--- config.mk ---
export PLATFORM = sky130hd
export DESIGN_NAME = cnrs_mul
export DESIGN_NICKNAME = d
export VERILOG_FILES = /design/src/design/cnrs_pkg.sv /design/src/design/cnrs_mul.sv
export SDC_FILE = /design/constraint.sdc
export NUM_CORES = 2
export LEC_CHECK = 0
export BUFFER_PORTS_ARGS = -buffer_cell sky130_fd_sc_hd__buf_2
export CORE_MARGIN = 10
export CORE_UTILIZATION = 60
export DETAILED_ROUTE_END_ITERATION = 16
export PLACE_DENSITY_LB_ADDON = 0.12
export SYNTH_ARGS = -nofsm -noshare
export SYNTH_HDL_FRONTEND = slang
export SYNTH_SLANG_ARGS = --single-unit
--- constraint.sdc ---
create_clock -name clk_i -period 9.2 [get_ports clk_i]
set_input_delay 1.84 -clock clk_i [delete_from_list [all_inputs] [get_ports clk_i]]
set_output_delay 1.84 -clock clk_i [all_outputs]
set_load 0.1 [all_outputs]
--- src/design/cnrs_pkg.sv ---
// shared types, register codes and saturation helpers for the cubic newton solver
`default_nettype none

package cnrs_pkg;

  localparam int unsigned CfgIdxW = 3;
  localparam int unsigned CfgDataW = 32;

  typedef enum logic [CfgIdxW-1:0] {
    REG_COEF_CUBIC = 3'd0,
    REG_COEF_LINEAR = 3'd1,
    REG_TOL_RESIDUAL = 3'd2,
    REG_TOL_STEP = 3'd3,
    REG_SLOPE_FLOOR = 3'd4,
    REG_USE_FLOOR = 3'd5,
    REG_ITER_LIMIT = 3'd6
  } cfg_reg_e;

  typedef enum logic [1:0] {
    STAT_CONV = 2'd0,
    STAT_LIMIT = 2'd1,
    STAT_ZERO = 2'd2
  } status_e;

  localparam logic signed [63:0] SatHi = 64'sh0000_0000_7fff_ffff;
  localparam logic signed [63:0] SatLo = -64'sh0000_0000_8000_0000;

  function automatic logic signed [31:0] sat32(input logic signed [63:0] v);
    logic signed [31:0] r;
    if (v > SatHi) begin
      r = 32'sh7fff_ffff;
    end else if (v < SatLo) begin
      r = 32'sh8000_0000;
    end else begin
      r = v[31:0];
    end
    return r;
  endfunction

  function automatic logic signed [63:0] sx32(input logic signed [31:0] v);
    return {{32{v[31]}}, v};
  endfunction

  // magnitude of a signed word, the most negative value maps to 2^31
  function automatic logic [31:0] abs32(input logic signed [31:0] v);
    return v[31] ? (~v + 32'd1) : v;
  endfunction

endpackage

`default_nettype wire

--- src/design/cnrs_mul.sv ---
// shared signed 32x32 multiplier with registered product
`default_nettype none

module cnrs_mul import cnrs_pkg::*; (
  input  wire                      clk_i,
  input  wire logic signed [31:0]  a_i,
  input  wire logic signed [31:0]  b_i,
  output logic signed [63:0]       p_o
);

  logic signed [63:0] p_q;

  always_ff @(posedge clk_i) begin
    p_q <= a_i * b_i;
  end

  assign p_o = p_q;

endmodule

`default_nettype wire

# Word-level counts from Yosys, hierarchy flattened
# Cells that the tools add are included.
# op_classes
n_addsub	0
muxes	0
n_lt_le_gt_ge	0
multipliers	1
n_div	0
eq_ne	0
reduce_logical	0
n_bitwise	0
shift	0
# ops
cell	n
multiplier 32 x 32 -> 64 bit	1
# word_totals
latchBits	0
ram_bits	0
regBits	64
mem_bits_ro	0
n_memories	0
wordCells	2

# Longest topological paths before layout
# depth
ltp_word	1
ltp_mapped	28
mapped_depth_nobuf	27

# Least setup slack after synthesis
# No wires, ideal clock.
# synth_timing
path_type	input to register
from	input b_i[2]
to	register p_q[62] (netlist: p_o[62])
slack_ns	0.099
arrival_time_ns	9.029
path_stages	24
path_cell_list	clkbuf_1 -> nand2_1 -> inv_1 -> fa_1 -> fa_1 -> fa_1 -> fa_1 -> inv_1 -> fa_1 -> inv_1 -> fa_1 -> inv_1 -> fa_1 -> inv_1 -> fa_1 -> ha_1 -> and3_1 -> nand2_1 -> or3_1 -> o22a_1 -> o211ai_1 -> a31oi_1 -> o31ai_1 -> xor2_1
# synth_between
elab_chain_len	1
# synth_rtl
element	line	rtl
start, declared	cnrs_mul.sv:7	input wire logic signed [31:0] b_i,
multiplier 32 x 32 -> 64 bit	cnrs_mul.sv:14	p_q <= a_i * b_i;
end signal, assigned	cnrs_mul.sv:14	
end, declared	cnrs_mul.sv:11	logic signed [63:0] p_q;
# No other way between the ends.

# Worst setup path in the final report
# layout_timing
from	input b_i[7]
to	register p_q[61] (netlist: p_o[61])
# Same word-level chain as after synthesis.

==> run_results.csv <==
group,metric,value,unit
status,result_of_the_run,"completed",
drt,route.detailed.drc,0,
cts,cts.reportedPaths.clkPinSlew,0.08,ns
critical_path,cpLargestDelayFamily,"adder cells",
synthesis,ys_types,63,
worst_hold_path,worst_min_path_class,"in2reg",
drt,route.final.wire_length,97800,microns
synthesis,syn-instance-count,3884,
critical_path,cp.buffers_inverters,6,
synthesis,synth_top_area_share,58.2,%
synthesis,synth-edff-count,0,
critical_path,endpoint_kind,"flop",
critical_path,crit_start,"b_i[7]",
finish,syn2layout_area_growth,12.0,%
timing,fin_crit,9.05,ns
critical_path,maximum_net_fanout_on_the_critical_path,18,
cts,cts_root_buffer,"sky130_fd_sc_hd__clkbuf_16",
timing,timing.final.max_slew_violations,0,
cts,total_cts_buffers,9,
timing,timing.final.ws_setup,0.148,ns
die,die_height,269,microns
die,start_util,60.5,%
finish,largest_reg_flops,64,
cts,cts.sinks,64,
drt,initialDrtViolationCount,1456,
synthesis,synth-seq-cells,64,
finish,drive_above_1_share,12.7,%
timing,fin_setup_tns,0,ns
die,placeableCoreArea,61600,sq um
timing,number_of_setup_violations_in_the_final_report,0,
global_route,maximum_number_of_pins_on_one_net_before_global_route_repair,32,
critical_path,required,9.53,ns
drt,post_drt_wl_per_cell,19.5,microns
placed_design,dp_worst_setup_slack,-0.417,ns
synthesis,synth.cell_area,37200,sq um
drt,via_count,26500,
finish,num-fill-cells,5008,
run,cap_viol_max_count,0,
drt,detail-route-antenna-nets,0,
placed_design,post_dp_cell_area,41300,sq um
critical_path,worst_path_largest_cell_delay,0.55,ns
synthesis,seq_area_frac_synth,3.44,%
global_route,globalRouteTotalUtil,28.3,%
die,dieWidth,269,microns
synthesis,yosysWarnings,0,
cts,tritoncts,"yes",
global_route,gr-total-overflow,0,
synthesis,synth_ff_type,"sky130_fd_sc_hd__dfxtp_1",
timing,report.final.hold_viol_count,0,
critical_path,timing.critical_path.from_type,"input port",
global_route,first_global_vias,29600,
drt,vias_per_cell,5.28,
synthesis,yosys.cell_count.top_type,"sky130_fd_sc_hd__fa_1",
timing,max_freq,0.110,GHz
timing,worstMarginPinSlew,0.618,ns
timing,final_worst_path_cycle_share,98.4,%
die,number_of_cell_rows,91,
cts,clockBufferDepth,2,
critical_path,crit_path_slowest_cell,"sky130_fd_sc_hd__fa_1",
global_route,antenna_found_initial,6,
synthesis,synth_common_cells,"1082 x sky130_fd_sc_hd__fa_1, 952 x sky130_fd_sc_hd__inv_1, 516 x sky130_fd_sc_hd__and2_1, 511 x sky130_fd_sc_hd__nand2_1, 195 x sky130_fd_sc_hd__clkbuf_1",
cts,postCtsHoldBufs,0,
synthesis,synth_top_cells_by_area,"sky130_fd_sc_hd__fa_1 58%, sky130_fd_sc_hd__inv_1 9.6%, sky130_fd_sc_hd__and2_1 8.7%",
synthesis,synth.largest_area_cell,"sky130_fd_sc_hd__fa_1",
timing,slew_limit_headroom,58.8,%
critical_path,worst_path_most_repeated_cell,"sky130_fd_sc_hd__fa_1",
die,die_area,72400,sq um
synthesis,synth_nets,5215,
worst_hold_path,hold_path_startpoint,"a_i[0]",
die,boundaryPins,129,
placed_design,port_buffer_count,128,
critical_path,worst-endpoint-arrival,9.39,ns
synthesis,ys_async_sr_fraction,0,%
cts,h-tree-depth,3,
critical_path,worst-setup-path-type,"in2reg",
placed_design,hpwlAfterDp,86100,microns
finish,post-route-cell-area,41700,sq um
drt,dr.pass1.iters,6,
global_route,first_pass_grt_wire_length,160000,microns
finish,nets,5512,
placed_design,place_congestion,0.910,
synthesis,synthesis.area_per_instance,9.59,sq um
placed cells by master, fill, tap and decap left out, drive strengths merged, types with 5 or more instances in the layout:
cell type,netlist,final
xnor2,53,53
a31oi,13,13
o21ai,31,31
ha,184,184
xor2,22,22
nor3,7,7
o31ai,7,7
nand3,15,15
nor2,42,42
and3,9,9
buf,5,475
dfxtp,64,64
a21oi,68,68
nand4,7,7
o21bai,15,15
a211oi,8,8
inv,952,952
fa,1082,1082
or3,5,5
nand2,511,511
nand2b,9,9
and2,516,516
a21o,25,25
clkbuf,195,21
routing by layer:
layer  vias up  share of wire, %  GRT usage (%)  wire length, microns
met2       850                49           46.3                 47500
li1      11700                 -              -                     -
met5         -             0.053              0                    52
met4         8               5.2           13.2                  5070
met3       231               6.5           5.59                  6370
met1     13800                40           36.1                 38800
per-stage QoR:
stage	cells	util [%]	hold slack, ns
after floorplan	3884	-	1.97
after global placement	5007	67.0	2.35
after detailed placement	5007	67.0	2.35
after CTS	5023	67.6	1.93
after global routing	5024	67.7	1.94
final	5024	67.7	1.95
cell families after synthesis:
| group | Yosys count | share of synthesized area [%] |
|---|---|---|
| xor gates and xnor gates | 75 | 1.76 |
| adders and majority gates | 1266 | 64.3 |
| and+or+nand+nor | 1134 | 15.4 |
| buffers and inverters | 1152 | 11.6 |
| DFF | 64 | 3.44 |
| AOI/OAI and AO/OA | 193 | 3.46 |
final cells by class:
type                            count  area [sq um]  share of cell area (%)
Clock inverter                      6          92.6                   0.222
Antenna cell                        1          2.50                 0.00600
Clock buffer                       10           239                   0.573
Inverter                          952          3570                    8.57
Sequential cell                    64          1280                    3.07
Tap cell                          837          1050                    2.51
Timing Repair Buffer              486          3790                    9.08
Multi-Input combinational cell   2668         31700                    76.0
what timing repair did:
action	4_1_cts	5_1_grt
hold endpoints to repair	0	0
setup endpoints to repair	1	12
cloned	0	0
setup buffers	0	0
gates resized for setup	2	21
pin swaps	0	1
path summary, 6_finish.rpt:
kind              cells past startpoint  endpoint  slack (ns)
hold / removal                        3    p_o[0]        1.95
setup / recovery                     26   p_o[61]        0.15
Power is not shown: default switching activity piles up to over one toggle a cycle in this logic, so the estimate is an artifact.
