File: src/design/cnrs_pkg.sv
// shared types, register codes and saturation helpers for the cubic newton solver
`default_nettype none

package cnrs_pkg;

  localparam int unsigned CfgIdxW = 3;
  localparam int unsigned CfgDataW = 32;

  typedef enum logic [CfgIdxW-1:0] {
    REG_COEF_CUBIC = 3'd0,
    REG_COEF_LINEAR = 3'd1,
    REG_TOL_RESIDUAL = 3'd2,
    REG_TOL_STEP = 3'd3,
    REG_SLOPE_FLOOR = 3'd4,
    REG_USE_FLOOR = 3'd5,
    REG_ITER_LIMIT = 3'd6
  } cfg_reg_e;

  typedef enum logic [1:0] {
    STAT_CONV = 2'd0,
    STAT_LIMIT = 2'd1,
    STAT_ZERO = 2'd2
  } status_e;

  localparam logic signed [63:0] SatHi = 64'sh0000_0000_7fff_ffff;
  localparam logic signed [63:0] SatLo = -64'sh0000_0000_8000_0000;

  function automatic logic signed [31:0] sat32(input logic signed [63:0] v);
    logic signed [31:0] r;
    if (v > SatHi) begin
      r = 32'sh7fff_ffff;
    end else if (v < SatLo) begin
      r = 32'sh8000_0000;
    end else begin
      r = v[31:0];
    end
    return r;
  endfunction

  function automatic logic signed [63:0] sx32(input logic signed [31:0] v);
    return {{32{v[31]}}, v};
  endfunction

  // magnitude of a signed word, the most negative value maps to 2^31
  function automatic logic [31:0] abs32(input logic signed [31:0] v);
    return v[31] ? (~v + 32'd1) : v;
  endfunction

endpackage

`default_nettype wire

File: src/design/cnrs_div.sv
// radix-2 restoring divider for the newton step, (num * 2^frac) / den with saturation
`default_nettype none

module cnrs_div import cnrs_pkg::*; #(
  parameter int unsigned FRAC_BITS = 16
) (
  input  wire                      clk_i,
  input  wire                      rst_ni,
  input  wire                      start_i,
  input  wire logic signed [31:0]  num_i,
  input  wire logic signed [31:0]  den_i,
  output logic                     done_o,
  output logic signed [31:0]       quot_o
);

  localparam int unsigned NumW = 32 + FRAC_BITS;
  localparam int unsigned CntW = $clog2(NumW + 1);
  localparam logic [NumW-1:0] MagMin = NumW'(64'h0000_0000_8000_0000);
  localparam logic [NumW-1:0] MagMax = NumW'(64'h0000_0000_7fff_ffff);

  logic            busy_q;
  logic [CntW-1:0] cnt_q;
  logic            neg_q;
  logic [NumW-1:0] acc_q;
  logic [31:0]     rem_q;
  logic [31:0]     den_q;
  logic            done_q;
  logic signed [31:0] quot_q;

  logic [32:0] rem_sh;
  logic [32:0] rem_sub;
  logic        ge;

  always_comb begin
    rem_sh  = {rem_q, acc_q[NumW-1]};
    ge      = rem_sh >= {1'b0, den_q};
    rem_sub = rem_sh - {1'b0, den_q};
  end

  always_ff @(posedge clk_i or negedge rst_ni) begin
    if (!rst_ni) begin
      busy_q <= 1'b0;
      cnt_q  <= '0;
      neg_q  <= 1'b0;
      acc_q  <= '0;
      rem_q  <= '0;
      den_q  <= '0;
      done_q <= 1'b0;
      quot_q <= '0;
    end else begin
      done_q <= 1'b0;
      if (start_i) begin
        busy_q <= 1'b1;
        cnt_q  <= CntW'(NumW);
        neg_q  <= num_i[31] ^ den_i[31];
        acc_q  <= {abs32(num_i), {FRAC_BITS{1'b0}}};
        den_q  <= abs32(den_i);
        rem_q  <= '0;
      end else if (busy_q) begin
        if (cnt_q != '0) begin
          // quotient bits shift in where dividend bits leave
          rem_q <= ge ? rem_sub[31:0] : rem_sh[31:0];
          acc_q <= {acc_q[NumW-2:0], ge};
          cnt_q <= cnt_q - CntW'(1);
        end else begin
          busy_q <= 1'b0;
          done_q <= 1'b1;
          if (neg_q) begin
            quot_q <= (acc_q > MagMin) ? 32'sh8000_0000 : (~acc_q[31:0] + 32'd1);
          end else begin
            quot_q <= (acc_q > MagMax) ? 32'sh7fff_ffff : acc_q[31:0];
          end
        end
      end
    end
  end

  assign done_o = done_q;
  assign quot_o = quot_q;

  a_no_restart: assert property (@(posedge clk_i) disable iff (!rst_ni)
    start_i |-> !busy_q)
    else $error("divider started while busy");

  a_done_pulse: assert property (@(posedge clk_i) disable iff (!rst_ni)
    done_o |=> !done_o)
    else $error("divider done longer than one cycle");

  a_done_after_busy: assert property (@(posedge clk_i) disable iff (!rst_ni)
    done_o |-> ($past(busy_q) && $past(cnt_q) == '0))
    else $error("divider done without a finished run");

endmodule

`default_nettype wire

File: config.mk
export PLATFORM = sky130hd
export DESIGN_NAME = cnrs_div
export DESIGN_NICKNAME = d
export VERILOG_FILES = /design/src/design/cnrs_pkg.sv /design/src/design/cnrs_div.sv
export SDC_FILE = /design/constraint.sdc
export NUM_CORES = 1
export LEC_CHECK = 0
export BUFFER_PORTS_ARGS = -buffer_cell sky130_fd_sc_hd__buf_2
export CAP_MARGIN = 30
export CORE_MARGIN = 4
export CORE_UTILIZATION = 45
export CTS_CLUSTER_SIZE = 20
export DETAILED_ROUTE_END_ITERATION = 10
export PLACE_DENSITY_LB_ADDON = 0.12
export SLEW_MARGIN = 20
export SYNTH_ARGS = -nofsm -noshare
export SYNTH_HDL_FRONTEND = slang
export SYNTH_SLANG_ARGS = --single-unit
File: constraint.sdc
create_clock -name clk_i -period 3.4 [get_ports clk_i]
set_input_delay 0.51 -clock clk_i [delete_from_list [all_inputs] [get_ports clk_i]]
set_output_delay 0.51 -clock clk_i [all_outputs]
set_load 0.05 [all_outputs]
# Word-level counts from Yosys, hierarchy flattened

Index checks and enable logic that the tools add are counted.

Add/sub/neg operators: 5
Multipliers: 0
Div/mod/pow operators: 0
Magnitude comparators: 3
Equality and inequality tests: 0
Shift operators: 0
Multiplexer cells: 21
Bitwise gates (word level): 6
Reduce and logical (&&, ||, !) cells: 5

Operators by type and width:

| operator                                              | count |
|---|---|
| 2-to-1 mux 32 bit                                     | 9 |
| 2-to-1 mux 48 bit                                     | 3 |
| adder 32 x 1 -> 32 bit (second input constant)        | 3 |
| NOT 32 bit                                            | 3 |
| > comparator 48 x 31 -> 1 bit (second input constant) | 1 |
| > comparator 48 x 32 -> 1 bit (second input constant) | 1 |
| >= comparator 33 x 32 -> 1 bit                        | 1 |
| subtractor 32 bit                                     | 1 |
| 2-to-1 mux 6 bit                                      | 3 |
| 2-to-1 mux 1 bit                                      | 6 |
| nonzero test 6 bit                                    | 1 |
| subtractor 6 x 1 -> 6 bit (second input constant)     | 1 |
| nonzero test 2 bit                                    | 2 |
| AND reduction 3 bit                                   | 1 |
| NOT 1 bit                                             | 2 |
| AND reduction 2 bit                                   | 1 |
| XOR 1 bit                                             | 1 |

Bits in registers: 153
Latch bits: 0
RAM bits: 0
Memory bits (read-only): 0
Input bits: 67
Output and inout port bits: 33
Word-level logic and storage cells: 48
Memories kept: 0

# Longest topological paths before layout

Gate-level depths: netlist of the first run.

Depth after elaboration: 5
Mapped depth: 13

# Worst setup path before layout of the first run

Ideal clock, no wire load.

Kind: register -> register
Start point: register rem_q[7]
End point: register rem_q[21]
Setup time: 94 ps
Arrival time: 2,748 ps
Slack: 558 ps
Stages on the path, launching flop included: 12
Path buffers: 2
Period minus slack after synthesis: 2,842 ps
Cells stage by stage: dfrtp_1 ha_1 clkbuf_1 a21o_1 a31o_2 o2bb2ai_1 a31o_2 a21o_1 a31oi_1 buf_2 a21oi_1 a211oi_1

Word-level cells in the longest chain between the ends: 5
Elaborated cells between the ends (all ways): 6
Those cells by class: add/sub: 1; order compare: 1; mux: 4

Ends and longest elaborated chain:

| element                                                             | line                           | source |
|---|---|---|
| start: declaration                                                  | cnrs_div.sv:25                 | `logic [31:0] rem_q;` |
| start signal: assignment                                            | cnrs_div.sv:62                 | `rem_q <= ge ? rem_sub[31:0] : rem_sh[31:0];` |
| subtractor 32 bit or >= comparator 33 x 32 -> 1 bit (tied branches) | cnrs_div.sv:37, cnrs_div.sv:36 |  |
| 2-to-1 mux 32 bit *                                                 | cnrs_div.sv:62                 |  |
| 2-to-1 mux 32 bit *                                                 | cnrs_div.sv:60                 | `if (cnt_q != '0) begin` |
| 2-to-1 mux 32 bit *                                                 | cnrs_div.sv:59                 | `end else if (busy_q) begin` |
| 2-to-1 mux 32 bit *                                                 | cnrs_div.sv:52                 | `if (start_i) begin` |

Every way passes the cells marked *; elsewhere a longest branch is shown, timed or not. The select of a mux whose other input is x is not followed.
A chain may end at the register's enable or synchronous reset.

# Worst setup path after layout of the first run

Start point: register acc_q[47]
End point: register rem_q[24]

Word-level cells in the longest chain between the ends: 5
Elaborated cells between the ends (all ways): 6
Those cells by class: add/sub: 1; order compare: 1; mux: 4

Ends and longest elaborated chain:

| element                                                             | line                           | source |
|---|---|---|
| start: declaration                                                  | cnrs_div.sv:24                 | `logic [NumW-1:0] acc_q;` |
| start signal: assignment                                            | cnrs_div.sv:56                 | `acc_q <= {abs32(num_i), {FRAC_BITS{1'b0}}};` |
| start signal: assignment                                            | cnrs_div.sv:63                 | `acc_q <= {acc_q[NumW-2:0], ge};` |
| subtractor 32 bit or >= comparator 33 x 32 -> 1 bit (tied branches) | cnrs_div.sv:37, cnrs_div.sv:36 |  |
| 2-to-1 mux 32 bit *                                                 | cnrs_div.sv:62                 |  |
| 2-to-1 mux 32 bit *                                                 | cnrs_div.sv:60                 |  |
| 2-to-1 mux 32 bit *                                                 | cnrs_div.sv:59                 |  |
| 2-to-1 mux 32 bit *                                                 | cnrs_div.sv:52                 |  |

Marks and branches as above.

==> impl_summary.log, run 1 <==
[metrics] Vias: 9353
[metrics] count of flip-flops with a built-in enable after synthesis: 0
[metrics] final hold violation count: 0
[metrics] leading register cell type out of synthesis: dfrtp_1
[metrics] post-synthesis cell type with the largest combined area: dfrtp_1
[metrics] cts hold-fix bufs: 0
[metrics] mean routed wirelength per cell: 16.81 um
[metrics] Pwr Total: 7.929 mW
[metrics] smallest setup slack after layout: 0.3082 ns
[metrics] Worst Skew: approximately 0.011 ns
[metrics] class of the most critical setup path: flip-flop to flip-flop
[metrics] layout cell share with drive strength beyond 1: around 14%
[metrics] clock tree from TritonCTS: done
[metrics] Pre-Repair DR Iteration Count: 5
[metrics] setup repair after global routing missed its margin: false
[metrics] Cell Count Post-Placement: 1606
[metrics] insertion delay to the later sink of the worst-skew pair: about 0.43 ns
[metrics] Core Rows: 55
[metrics] worst-case clock buffer depth: 2
[metrics] startpoint type of the worst setup path: flip-flop
[metrics] Vert. Die Dim: 160.2 um
[metrics] Post-layout nets: 1445
[metrics] highest clock frequency the design can meet: 323.4 MHz
[metrics] post-route DRC violation count: 0
[metrics] worst min path class: input pin to asynchronous set/reset pin
[metrics] cell area power density: 672.4 nW/um^2
[metrics] min Tclk post-route: 3.092 ns
[metrics] transition time at the pin with the least slew margin: approximately 0.77 ns
[metrics] arrival time worst endpoint: 3.40 ns
[metrics] count of buffers added by post-CTS timing repair for setup: 0
[metrics] capture instance of the worst register-to-register path: rem_q[24]$_DFFE_PN0P_
[metrics] clk root buf: clkbuf_16
[metrics] TritonCTS buffer count: 17
[metrics] number of distinct library cell variants in the gate-level netlist after synthesis: 75
[metrics] Final ANT Viol Nets: 0
[metrics] Seq. cell area: 3829 um^2
[metrics] I/O Pins: 100
[metrics] Setup crit end: rem_q[24]$_DFFE_PN0P_
[metrics] Final GP Congestion: 0.9157
[metrics] relative max-transition margin: 48.92%
[metrics] antenna diode count: 0
[metrics] non-filler cells, final: 1637
[metrics] Sum Neg Setup Slack: 0 ns
[metrics] max-cap check violation count: 0
[metrics] status: finished, final reports clean
[metrics] synth cell count leaders: nand2_1 (175), dfrtp_1 (153), nor2_1 (125)
[metrics] final instance area: 11790 um^2
[metrics] Setup-failing EPs final: 0
[metrics] Worst-path clk slew: 0.07 ns
[metrics] most area-consuming cells after synthesis: dfrtp_1 (37%), nand2_1 (6.3%), o21ai_0 (4.9%)
[metrics] reg-to-reg startpoint: acc_q[47]$_DFFE_PN0P_
[metrics] post-placement worst setup slack: 0.3508 ns
[metrics] Final Core Density: 51.93%
[metrics] fraction of the cycle the final worst path needs: between 90% and 100%
[metrics] synthesized netlist cell count: roughly 1300
[metrics] Vias/cell: approximately 5.7
[metrics] Multi-input gate area: 6082 um^2
[metrics] Starting Density: a little under half
[metrics] cell with the most instances after synthesis: nand2_1
[metrics] growth of design area from synthesis to finish: 13.15%
[metrics] final hold slack: 0.03329 ns
[metrics] number of levels in the clock H-tree: 4
[metrics] number of max-slew violations in the final report: 0
[metrics] Die Wd: 160.2 um
[metrics] All-Layer GR Usage: approximately 21%
[metrics] Avg Synthesized Cell Area: 8.213 um^2
[metrics] maximum number of pins on one net before global-route repair: 78
[metrics] required time of the critical path: around 3.7 ns
[metrics] Final HPWL DP: roughly 20 mm
[metrics] register bit count reported by yosys: 153
[metrics] area share of the leading cell type in the synthesized netlist: 36.73%
[metrics] Reg2Reg Setup Slack: 0.31 ns
[metrics] placeable core region: 22710 um^2
[metrics] die outline area: 25660 um^2
[metrics] first-pass GRT wire length: 45.93 mm
[metrics] top fanout value on the critical path: 5
[metrics] post-synthesis async set-or-reset flop share: 100.0%
[metrics] Leakage: approximately 5.4 nW
[metrics] count of clock tree sinks: 153
[metrics] number of DRC markers after the initial detailed-route iteration: between 600 and 700
[metrics] Port Buffer Count: 99
[metrics] antenna violations before repair: 0
[metrics] area after detailed placement: 11220 um^2
[metrics] Worst Setup SP: acc_q[47]$_DFFE_PN0P_
[metrics] Worst R2R Path Depth: 12
[metrics] layout filler cell count: 2225
[metrics] peak supply drop: approximately 0.24 mV
[metrics] category of the worst setup path capture point: flip-flop
[metrics] number of gates resized after CTS: 0
[metrics] number of global-route vias before repair: a little over 9000
[metrics] Post-Syn Nets: 1374
[metrics] cell area after synthesis: around 10000 um^2
[metrics] portion of the post-synthesis area used by sequential elements: 36.73%
[metrics] total congestion overflow after global routing: 0
[metrics] total number of yosys warnings: 0
[metrics] drt total wl: ~28 mm
-- flip-flops by register name (all words and copies together) (netlist names) --
signal,flops
rem_q,32
acc_q,48
done_o,1
cnt_q,6
den_q,32
busy_q,1
quot_o,32
neg_q,1
-- critical path: stages, from the launching register on --
cell      delay, ns
dfrtp_1        0.35
inv_1          0.09
ha_1           0.23
fa_1           0.42
nor2b_1        0.18
o31a_1         0.18
o21ai_0        0.22
o311ai_0       0.40
buf_4          0.19
nand2_1        0.08
o31ai_1        0.35
xnor2_1        0.17
o21ai_0        0.10
-- layer usage --
layer	vias up	GRT usage (%)	wire length [um]
met1	4429	29.39	12840
met5	-	0	0
met2	220	35.76	13120
met4	0	5.710	360
met3	31	3.277	1205
li1	4673	-	-
-- cells in the final DEF (no fill, tap or decap), drive strengths merged, types with 8 or more instances in the layout --
cell type	netlist	routed
nand2	175	175
dfrtp	153	153
buf	16	128
nor2	125	125
o21ai	103	103
a21oi	98	98
inv	56	61
xor2	52	52
ha	37	37
xnor2	37	37
mux2i	26	26
o31ai	24	24
nand3	24	24
a21o	20	20
nor3	20	20
nor4	19	19
clkbuf	60	19
or3	19	19
nand3b	17	17
nand4	16	16
a31oi	16	16
a211oi	15	15
o21a	12	12
o41ai	9	9
a22oi	9	9
nand2b	8	8
a21boi	8	8
o211ai	8	8
-- report_power, final --
| group | internal (mW) | switching [mW] | leakage, nW |
|---|---|---|---|
| sequential | 2.22 | 0.325 | 1.92 |
| combinational | 1.31 | 2.21 | 3.19 |
| clock | 1.05 | 0.808 | 0.278 |
| total | 4.58 | 3.35 | 5.39 |
-- cell type report --
type	instances	share of cell area, %
clock buffers	19	3.841
multi-input cells	984	51.58
repair buffers	128	6.334
well taps	285	3.024
clock inverters	12	0.9761
flip-flops and latches	153	32.47
inverters	56	1.782
-- worst min path at each step --
stage,end,slack (ns)
after CTS,done_o$_DFF_PN0_,0.05
after global placement,quot_o[28]$_DFFE_PN0P_,0.47
after detailed placement,quot_o[28]$_DFFE_PN0P_,0.48
final,done_o$_DFF_PN0_,0.03
after floorplan,acc_q[0]$_DFFE_PN0P_,0.21
after global routing,done_o$_DFF_PN0_,0.08
-- cells by family after synthesis --
logic type / count (synthesis) / share of synthesized area, %
adders and majority gates: 38 / 4.634
xor gates and xnor gates: 89 / 7.551
muxes: 27 / 2.605
AOI/OAI and AO/OA: 374 / 22.64
DFF: 153 / 36.73
buffers and inverters: 132 / 5.018
and+or+nand+nor: 456 / 20.82
(Power assumes the default switching activity.)
==> inputs of run 2 (changes only) <==
Clock period 3.4 ns to 3.3 ns, I/O delays scaled along.
==> run 2 against run 1 <==
Against the previous run:
- clock skew is 0.00083 ns lower
- via count grew 0.73%
- first-iteration DRC count up 3.6%
- power rose by 3.9%
- routed wire length up 1.3%
- combinational power rose by 4%
- clock power up 5%
- worst setup slack got worse by 0.022 ns
- largest power group unchanged
- highest routed layer unchanged
==> impl_summary.log, run 2 (synthesis gave the netlist of run 1 again) <==
[metrics] Sum Neg Setup Slack: 0 ns (unchanged)
[metrics] growth of design area from synthesis to finish: 13.73% (was 13.15%)
[metrics] Final GP Congestion: 0.8960 (was 0.9157)
[metrics] required time of the critical path: 3.63 ns (was 3.70 ns)
[metrics] Die Wd: 160.2 um (unchanged)
[metrics] Setup-failing EPs final: 0 (unchanged)
[metrics] Final ANT Viol Nets: 0 (unchanged)
[metrics] antenna violations before repair: 0 (unchanged)
[metrics] Leakage: 5.411 nW (was 5.388 nW)
[metrics] insertion delay to the later sink of the worst-skew pair: 0.44 ns (was 0.43 ns)
[metrics] Setup crit end: rem_q[29]$_DFFE_PN0P_ (was rem_q[24]$_DFFE_PN0P_)
[metrics] clk root buf: clkbuf_16 (unchanged)
[metrics] class of the most critical setup path: flip-flop to flip-flop (unchanged)
[metrics] smallest setup slack after layout: 0.2857 ns (was 0.3082 ns)
[metrics] die outline area: 25660 um^2 (unchanged)
[metrics] number of global-route vias before repair: 9091 (was 9056)
[metrics] layout filler cell count: 2209 (was 2225)
[metrics] post-route DRC violation count: 0 (unchanged)
[metrics] most common cell after layout, fill and taps aside: nand2_1 (unchanged)
[metrics] Vias: 9421 (was 9353)
[metrics] Cell Count Post-Placement: 1610 (was 1606)
[metrics] highest clock frequency the design can meet: 331.8 MHz (was 323.4 MHz)
[metrics] arrival time worst endpoint: 3.35 ns (was 3.40 ns)
[metrics] reg-to-reg startpoint: rem_q[15]$_DFFE_PN0P_ (was acc_q[47]$_DFFE_PN0P_)
[metrics] min Tclk post-route: 3.014 ns (was 3.092 ns)
[metrics] placeable core region: 22710 um^2 (unchanged)
[metrics] Port Buffer Count: 99 (unchanged)
[metrics] max reg flops: 48 (unchanged)
[metrics] relative max-transition margin: 48.00% (was 48.92%)
[metrics] number of max-slew violations in the final report: 0 (unchanged)
[metrics] clock tree from TritonCTS: done (unchanged)
[metrics] Reg2Reg Setup Slack: 0.29 ns (was 0.31 ns)
[metrics] startpoint type of the worst setup path: flip-flop (unchanged)
[metrics] post-placement worst setup slack: 0.2324 ns (was 0.3508 ns)
[metrics] layout cell share with drive strength beyond 1: 14.08% (was 13.76%)
[metrics] Core Rows: 55 (unchanged)
[metrics] Worst Setup SP: rem_q[15]$_DFFE_PN0P_ (was acc_q[47]$_DFFE_PN0P_)
[metrics] Vias/cell: 5.738 (was 5.714)
[metrics] cell area power density: 695.3 nW/um^2 (was 672.4 nW/um^2)
[metrics] Post-layout nets: 1449 (was 1445)
[metrics] number of DRC markers after the initial detailed-route iteration: 712 (was 687)
[metrics] peak supply drop: 0.3322 mV (was 0.2369 mV)
[metrics] number of levels in the clock H-tree: 4 (unchanged)
[metrics] max-cap check violation count: 0 (unchanged)
[metrics] Final HPWL DP: 20.01 mm (was 19.98 mm)
[metrics] capture instance of the worst register-to-register path: rem_q[29]$_DFFE_PN0P_ (was rem_q[24]$_DFFE_PN0P_)
[metrics] drt total wl: 27.89 mm (was 27.52 mm)
[metrics] Pre-Repair DR Iteration Count: 5 (unchanged)
[metrics] final hold violation count: 0 (unchanged)
[metrics] top fanout value on the critical path: 9 (was 5)
[metrics] total congestion overflow after global routing: 0 (unchanged)
[metrics] register name with the most flops: acc_q (unchanged)
[metrics] transition time at the pin with the least slew margin: 0.7800 ns (was 0.7662 ns)
[metrics] Worst-path clk slew: 0.07 ns (about the same)
[metrics] status: finished, final reports clean (unchanged)
[metrics] mean routed wirelength per cell: 16.98 um (was 16.81 um)
[metrics] non-filler cells, final: 1642 (was 1637)
[metrics] worst min path class: input pin to asynchronous set/reset pin (unchanged)
[metrics] fraction of the cycle the final worst path needs: 91.34% (was 90.93%)
[metrics] setup repair after global routing missed its margin: false (unchanged)
[metrics] Worst Skew: 0.01063 ns (was 0.01145 ns)
[metrics] Starting Density: 45.90% (unchanged)
[metrics] antenna diode count: 0 (unchanged)
[metrics] commonest cells after routing, fill and taps aside: nand2_1 (175), dfrtp_1 (153), nor2_1 (125), o21ai_0 (101), a21oi_1 (98) (was nand2_1 (175), dfrtp_1 (153), nor2_1 (125), o21ai_0 (102), a21oi_1 (98))
[metrics] category of the worst setup path capture point: flip-flop (unchanged)
[metrics] worst-case clock buffer depth: 2 (unchanged)
[metrics] All-Layer GR Usage: 21.75% (was 21.49%)
[metrics] count of clock tree sinks: 153 (unchanged)
[metrics] maximum number of pins on one net before global-route repair: 84 (was 78)
[metrics] I/O Pins: 100 (unchanged)
[metrics] first-pass GRT wire length: 46.64 mm (was 45.93 mm)
[metrics] TritonCTS buffer count: 17 (unchanged)
[metrics] Vert. Die Dim: 160.2 um (unchanged)
[metrics] Worst R2R Path Depth: 10 (was 12)
==> run 2: changes by cell type in the layout (fill, tap and decap cells not counted), sizes merged <==
cell / delta
clkbuf: -2
clkinv: +2
buf: +4
inv: +1
==> run 2: worst max-delay path, cell delays in order, from the launching register on <==
cell	delay, ns
dfrtp_1	0.42
ha_1	0.45
a21oi_1	0.29
o21ai_0	0.20
a21oi_1	0.24
o21ai_0	0.12
a21o_1	0.22
a31oi_1	0.36
buf_4	0.26
a21oi_1	0.08
a211oi_1	0.27
==> run 2: stage by stage <==
stage | total power [mW] | utilization, % | area [um^2] | hold slack (ns)
after CTS | 8.272 | 52.20 | 11850 | 0.03605
after global routing | 8.782 | 52.20 | 11850 | 0.06897
final | 8.242 | 52.20 | 11850 | 0.01887
after global placement | 6.233 | 49.61 | 11270 | 0.4709
after detailed placement | 6.282 | 49.61 | 11270 | 0.4757
after floorplan | 5.259 | - | 10420 | 0.1994
==> run 2: per-layer routing <==
metal  track usage, %  vias up  part of all wire (%)
li1                 -     4683                     -
met1            29.66     4415                    45
met2            36.42      282                    48
met3            2.787       41                   5.1
met4            6.296        0                   1.7
met5                0        -                     0
==> run 2: worst min path at each step <==
stage	startpoint	endpoint	depth (start not counted)
2_1_floorplan	rst_ni	acc_q[0]$_DFFE_PN0P_	0
3_3_place_gp	quot_o[28]$_DFFE_PN0P_	quot_o[28]$_DFFE_PN0P_	1
3_5_place_dp	quot_o[28]$_DFFE_PN0P_	quot_o[28]$_DFFE_PN0P_	1
4_1_cts	rst_ni	quot_o[9]$_DFFE_PN0P_	1
5_1_grt	rst_ni	done_o$_DFF_PN0_	1
6_report	rst_ni	quot_o[9]$_DFFE_PN0P_	1
==> run 2: final cells by class <==
class | count | area (um^2) | area share (%)
sequential | 153 | 3829 | 32.30
multi-input combinational | 984 | 6082 | 51.31
clock inverter | 15 | 161.4 | 1.362
tap | 285 | 356.6 | 3.008
clock buffer | 17 | 425.4 | 3.589
timing repair buffer | 132 | 789.5 | 6.660
inverter | 56 | 210.2 | 1.773
==> run 2: what timing repair did <==
action / 4_1_cts / 5_1_grt
buffers inserted: 0 / 0
hold buffers: 0 / 0
setup endpoints to repair: 0 / 1
gates resized for setup: 0 / 1
==> run 2: where the power goes <==
group	internal (mW)	leakage (nW)	switching, mW
clock	1.07	0.281	0.893
sequential	2.28	1.92	0.329
combinational	1.37	3.21	2.30
